==> config.mk <==
export PLATFORM = sky130hd
export DESIGN_NAME = dsn_div_chain
export DESIGN_NICKNAME = d
export VERILOG_FILES = /design/src/design/dsn_div_cell.sv /design/src/design/dsn_div_chain.sv
export SDC_FILE = /design/constraint.sdc
export NUM_CORES = 2
export LEC_CHECK = 0
export BUFFER_PORTS_ARGS = -buffer_cell sky130_fd_sc_hd__clkbuf_2
export CORE_MARGIN = 2
export CORE_UTILIZATION = 54
export CTS_CLUSTER_SIZE = 8
export DETAILED_ROUTE_END_ITERATION = 10
export GPL_TIMING_DRIVEN = 0
export PLACE_DENSITY_LB_ADDON = 0.12
export SLEW_MARGIN = 20
export SYNTH_ARGS = -nofsm -noshare
export SYNTH_HDL_FRONTEND = slang
export SYNTH_HIERARCHICAL = 1
export SYNTH_SLANG_ARGS = --single-unit
export TNS_END_PERCENT = 30
==> constraint.sdc <==
create_clock -name aclk -period 2.7 [get_ports aclk]
set_input_delay 0.405 -clock aclk [delete_from_list [all_inputs] [get_ports aclk]]
set_output_delay 0.405 -clock aclk [all_outputs]
set_load 0.005 [all_outputs]
==> src/design/dsn_div_cell.sv <==
// One restoring-division step: retires one quotient bit per beat while adv is high.
// Depends on nothing but its parameters.
module dsn_div_cell #(
    parameter int DW = 30,
    parameter int QB = 22,
    parameter int SW = 1
) (
    input  logic          aclk,
    input  logic          aresetn,
    input  logic          adv,
    input  logic          in_valid,
    input  logic [DW-1:0] in_rem,
    input  logic [QB-1:0] in_low,
    input  logic [QB-1:0] in_q,
    input  logic [DW-1:0] in_div,
    input  logic [SW-1:0] in_side,
    output logic          out_valid,
    output logic [DW-1:0] out_rem,
    output logic [QB-1:0] out_low,
    output logic [QB-1:0] out_q,
    output logic [DW-1:0] out_div,
    output logic [SW-1:0] out_side
);

    logic          valid_reg;
    logic [DW-1:0] rem_reg, rem_next;
    logic [QB-1:0] low_reg, q_reg;
    logic [DW-1:0] div_reg;
    logic [SW-1:0] side_reg;
    logic [DW:0]   trial;
    logic          take;

    always_comb begin
        trial    = {in_rem, in_low[QB-1]};
        take     = trial >= {1'b0, in_div};
        rem_next = take ? DW'(trial - {1'b0, in_div}) : trial[DW-1:0];
    end

    always_ff @(posedge aclk) begin
        if (!aresetn) begin
            valid_reg <= 1'b0;
        end else if (adv) begin
            valid_reg <= in_valid;
        end
    end

    always_ff @(posedge aclk) begin
        if (adv) begin
            rem_reg  <= rem_next;
            low_reg  <= {in_low[QB-2:0], 1'b0};
            q_reg    <= {in_q[QB-2:0], take};
            div_reg  <= in_div;
            side_reg <= in_side;
        end
    end

    assign out_valid = valid_reg;
    assign out_rem   = rem_reg;
    assign out_low   = low_reg;
    assign out_q     = q_reg;
    assign out_div   = div_reg;
    assign out_side  = side_reg;

endmodule

==> src/design/dsn_div_chain.sv <==
// Row of QB division cells; each beat moves one cell to the right.
// Depends on dsn_div_cell.
module dsn_div_chain #(
    parameter int DW = 30,
    parameter int QB = 22,
    parameter int SW = 1
) (
    input  logic          aclk,
    input  logic          aresetn,
    input  logic          adv,
    input  logic          in_valid,
    input  logic [DW-1:0] in_rem,
    input  logic [QB-1:0] in_low,
    input  logic [DW-1:0] in_div,
    input  logic [SW-1:0] in_side,
    output logic          out_valid,
    output logic [QB-1:0] out_q,
    output logic [SW-1:0] out_side
);

    logic          v_c    [0:QB];
    logic [DW-1:0] rem_c  [0:QB];
    logic [QB-1:0] low_c  [0:QB];
    logic [QB-1:0] q_c    [0:QB];
    logic [DW-1:0] div_c  [0:QB];
    logic [SW-1:0] side_c [0:QB];

    assign v_c[0]    = in_valid;
    assign rem_c[0]  = in_rem;
    assign low_c[0]  = in_low;
    assign q_c[0]    = '0;
    assign div_c[0]  = in_div;
    assign side_c[0] = in_side;

    for (genvar i = 0; i < QB; i++) begin : g_cell
        dsn_div_cell #(.DW(DW), .QB(QB), .SW(SW)) u_cell (
            .aclk     (aclk),
            .aresetn  (aresetn),
            .adv      (adv),
            .in_valid (v_c[i]),
            .in_rem   (rem_c[i]),
            .in_low   (low_c[i]),
            .in_q     (q_c[i]),
            .in_div   (div_c[i]),
            .in_side  (side_c[i]),
            .out_valid(v_c[i+1]),
            .out_rem  (rem_c[i+1]),
            .out_low  (low_c[i+1]),
            .out_q    (q_c[i+1]),
            .out_div  (div_c[i+1]),
            .out_side (side_c[i+1])
        );
    end

    assign out_valid = v_c[QB];
    assign out_q     = q_c[QB];
    assign out_side  = side_c[QB];

endmodule

; ---- After elaboration in Yosys (flattened, before gate mapping)
; Cells that the tools add are included.
[totals]
ff_bits = 1788
input_bits = 87
out_inout_bits = 24
[op_classes]
addsub = 21
magnitude_cmp = 22
mux = 21
[op_table]
columns = op, count
row1 = $ge 31x30->1, 22
row2 = $mux 30, 21
row3 = $sub 30x30->30, 21

; ---- Longest topological paths before layout
[depth]
ltp_word = 2
ltp_mapped = 13
depth_no_buf = 11

; ---- Modules after synthesis
; Netlist, hierarchy kept.
[by_module_without_submodules]
columns = module, instances, cells_per_inst, area_each_um2, seq_area_each_um2
row1 = dsn_div_cell (g_cell[11].u_cell ...), 17, 461, 5491.5, 3143.0
row2 = dsn_div_cell (g_cell[0].u_cell ...), 5, 463, 5482.8, 3143.0
row3 = dsn_div_chain, 1, 1, 3.8, 0.0

; ---- Worst setup path after synthesis
; Ideal clock, no wire load.
[synth_path]
path_type = input port to flip-flop
from = in in_low[21]
to = reg g_cell[0].u_cell.rem_reg[24] (data pin)
setup_ps = 257
arrival_time_ps = 2517
required_time_ps = 2443
setup_slack_ps = -74
path_stages = 11
n_path_buf = 0
path_cell_list = inv_1 ha_1 fa_1 nor2b_4 o31a_1 o21ai_2 a2111oi_1 o2111ai_1 a21oi_2 nand4_1 a32o_1
[synth_via]
elab_chain_len = 2
word_cells_on_any_way = 3
cone_classes = add/sub (1) / order compare (1) / mux (1)
[synth_lines]
columns = item, line_no
row1 = "start, declared", dsn_div_chain.sv:13  ; input logic [QB-1:0] in_low,
row2 = $sub 30x30->30 / $ge 31x30->1 (equally long branches), "dsn_div_cell.sv:36, dsn_div_cell.sv:35"
row3 = $mux 30 *, dsn_div_cell.sv:36  ; rem_next = take ? DW'(trial - {1'b0, in_div}) : trial[DW-1:0];
row4 = named net g_cell[0].u_cell.rem_next[24], dsn_div_cell.sv:26  ; logic [DW-1:0] rem_reg, rem_next;
row5 = "end signal, assigned", dsn_div_cell.sv:49  ; rem_reg <= rem_next;
row6 = "end, declared", dsn_div_cell.sv:26
; The timed path passes the listed nets; every way through them passes the cells marked *.
; A chain may end at the register's enable or synchronous reset.

; ---- Final worst setup path
[layout_path]
from = reg g_cell[1].u_cell.low_reg[21]
to = reg g_cell[2].u_cell.rem_reg[28] (data pin)
[layout_via]
elab_chain_len = 2
word_cells_on_any_way = 3
cone_classes = add/sub (1) / order compare (1) / mux (1)
[layout_lines]
columns = item, line_no
row1 = "start, declared", dsn_div_cell.sv:27  ; logic [QB-1:0] low_reg, q_reg;
row2 = "start signal, assigned", dsn_div_cell.sv:50  ; low_reg <= {in_low[QB-2:0], 1'b0};
row3 = $sub 30x30->30 / $ge 31x30->1 (equally long branches), "dsn_div_cell.sv:36, dsn_div_cell.sv:35"
row4 = $mux 30 *, dsn_div_cell.sv:36
row5 = named net g_cell[2].u_cell.rem_next[28], dsn_div_cell.sv:26
row6 = "end signal, assigned", dsn_div_cell.sv:49
row7 = "end, declared", dsn_div_cell.sv:26
; Marked as above.

==> results_dict.tcl <==
set metrics [dict create \
    finalPower_mw 175 \
    crit_chain "inv_2 -> ha_4 -> fa_2 -> nor2b_4 -> o31a_1 -> buf_6 -> o21ai_4 -> a2111oi_4 -> o2111ai_2 -> a21oi_4 -> buf_6 -> mux2i_2 -> a2bb2oi_2" \
    vias_per_cell 6.24 \
    path_delay_family "compound AO/OA/AOI/OAI gates" \
    cts_tree "built" \
    fin_skew_ps 83.5 \
    grt_max_degree 102 \
    syn_area_um2 103000 \
    vias 81900 \
    drtAntennaViolNets 0 \
    ys_warn_count 6 \
    numPortBuffers 110 \
    cp_max_fo 4 \
    relSlewSlack_pct 47.4 \
    final_nets 11300 \
    crit_top_cell "buf_6" \
    worst-path-buf-inv 3 \
    initialDrtViolationCount 8705 \
    worst_slew_pin_slew_ps 781 \
    start_kind "register" \
    h-tree-depth 5 \
    status "complete, but fails checks" \
    arrival_ps 4070 \
    fin_crit_sh_pct 128 \
    finalNonFillerCells 13100 \
    ir_worst_vdd_uv 757 \
    p_leak_nw 53.3 \
    clk_pin_slew_ps 50 \
    setup_viol 615 \
    cts_root_buf "clkbuf_16" \
    core_area_um2 190000 \
    hold_class "input pin to register" \
    cts_buffer_depth 4 \
    hpwl_mm 220 \
    grt.overflow.total 0 \
    clk_latency_ps 920 \
    hold_viol 0 \
    die_h_um 442 \
    drc_errors 0 \
    io_pins 111 \
    gr-usage-all-layers_pct 31.5 \
    syn_nets 10100 \
    place_ws_ps -1710 \
    cp_data_required_time_ps 3310 \
    grt_pass1_vias 77900 \
    mostFrequentLayoutCells "1766 x edfxtp_1, 779 x inv_1, 705 x nand2_1, 686 x buf_4, 504 x o21ai_0" \
    failed_checks "negative setup slack" \
    cts_buffers 276 \
    die_w_um 442 \
    rsz0062_at_grt "yes" \
    cp_slowest_cell "edfxtp_1" \
    antenna_found_initial 11 \
    finalWorstSetupSlack_ps -761 \
    routedWlPerCell_um 25.4 \
    switching_power_mw 72.5 \
    gp_congestion 0.932 \
    std_cell_rows 160 \
    swShare_pct 41.5 \
    intPower_mw 102 \
    nFillCells 13200 \
    cts_sinks 1788 \
    first_pass_iters 7 \
    fmax_mhz 289 \
    timing.rr.start "g_cell[1].u_cell/out_low[21]" \
    critPathMaxStageDelay_ps 510 \
    final_common_cell "edfxtp_1" \
    die-area_um2 195000 \
    drive_above_1_share_pct 29.2 \
    finalSetupTns_ps -167400 \
    routed_wl_mm 333 \
    p_comb_share_pct 56.4 \
    ff2ff_setup_slack_ps -760 \
    crit_start "g_cell[1].u_cell/out_low[21]" \
    dp.cells 12000 \
    period_needed_ps 3460 \
    pwr-share-seq_pct 26.3 \
    critical_path_class "register to register" \
    end_kind "register" \
    synth_cells 9361 \
    clockPowerShare_pct 17.2 \
    start_util_pct 54.4 \
    grt_pass1_wl_mm 474 \
    area_growth_syn_to_layout_pct 28.1 \
    drv_cap 0 \
    hp-start "adv" \
    power.density_nw_per_um2 1320 \
    maxSlewViolCount 0 \
    synth_area_per_cell_um2 11.1 \
]
-- registers in the layout, indices dropped and copies added, names as in the netlist --
register	count
g_cell.u_cell/out_q	253
g_cell.u_cell/out_rem	630
g_cell.u_cell/out_div	630
g_cell.u_cell/out_valid	22
g_cell.u_cell/out_side	22
g_cell.u_cell/out_low	231
-- final timing paths --
| path | cells after the start | endpoint |
|---|---|---|
| max | 13 | g_cell[2].u_cell/out_rem[28] |
| min | 2 | g_cell[2].u_cell/out_low[16] |
| max reg2reg | 13 | g_cell[2].u_cell/out_rem[28] |
| min reg2reg | 0 | g_cell[8].u_cell/out_q[2] |
-- power by group through the flow --
stage	clock, mW	combinational, mW	sequential (mW)
after global placement	0	65.4	46.1
after global routing	31.7	104	46.4
after detailed placement	0	68.5	45.4
final	30.1	98.6	46.0
after CTS	30.4	86.2	45.6
after floorplan	0	50.3	42.7
-- layout make-up --
type / instances / area, µm² / share of cell area, %
Sequential cell: 1788 / 53500 / 40.4
Multi-Input combinational cell: 6244 / 51700 / 39.0
Timing Repair Buffer: 1004 / 9340 / 7.05
Clock buffer: 298 / 7070 / 5.34
Buffer: 398 / 4380 / 3.30
Inverter: 851 / 3230 / 2.44
Tap cell: 2511 / 3140 / 2.37
Clock inverter: 17 / 173 / 0.130
Antenna cell: 4 / 10.0 / 0.00755
-- stage by stage --
| step | hold WS (ps) | utilization (%) | area [µm²] |
|---|---|---|---|
| after floorplan | 400 | - | 104000 |
| final | 43.3 | 69.7 | 132000 |
| after global placement | 400 | 56.4 | 107000 |
| after global routing | 33.8 | 69.7 | 132000 |
| after CTS | 1.55 | 66.8 | 127000 |
| after detailed placement | 405 | 56.7 | 108000 |
-- worst reg2reg max path, stage by stage, from the launching register on --
cell       delay, ps
edfxtp_1         510
inv_2            110
ha_4             180
fa_2             380
nor2b_4          140
o31a_1           190
buf_6            140
o21ai_4           90
a2111oi_4        480
o2111ai_2        240
a21oi_4          290
buf_6            140
mux2i_2          220
a2bb2oi_2         90
-- per-layer routing --
| metal | track usage, % | wire length, µm | vias up |
|---|---|---|---|
| li1 | - | - | 36900 |
| met1 | 44.4 | 141000 | 40200 |
| met2 | 49.0 | 151000 | 3809 |
| met3 | 5.06 | 24900 | 912 |
| met4 | 12.4 | 15600 | 10 |
| met5 | 0 | 62 | - |
-- what timing repair did --
item | in CTS | in global routing
buffers inserted | 452 | 275
cloned | 55 | 16
pin swaps | 363 | 417
hold buffers | 88 | 0
endpoints found under the setup margin | 901 | 730
endpoints found under the hold margin | 149 | 0
resized for setup | 1525 | 917
(Power assumes the default switching activity.)
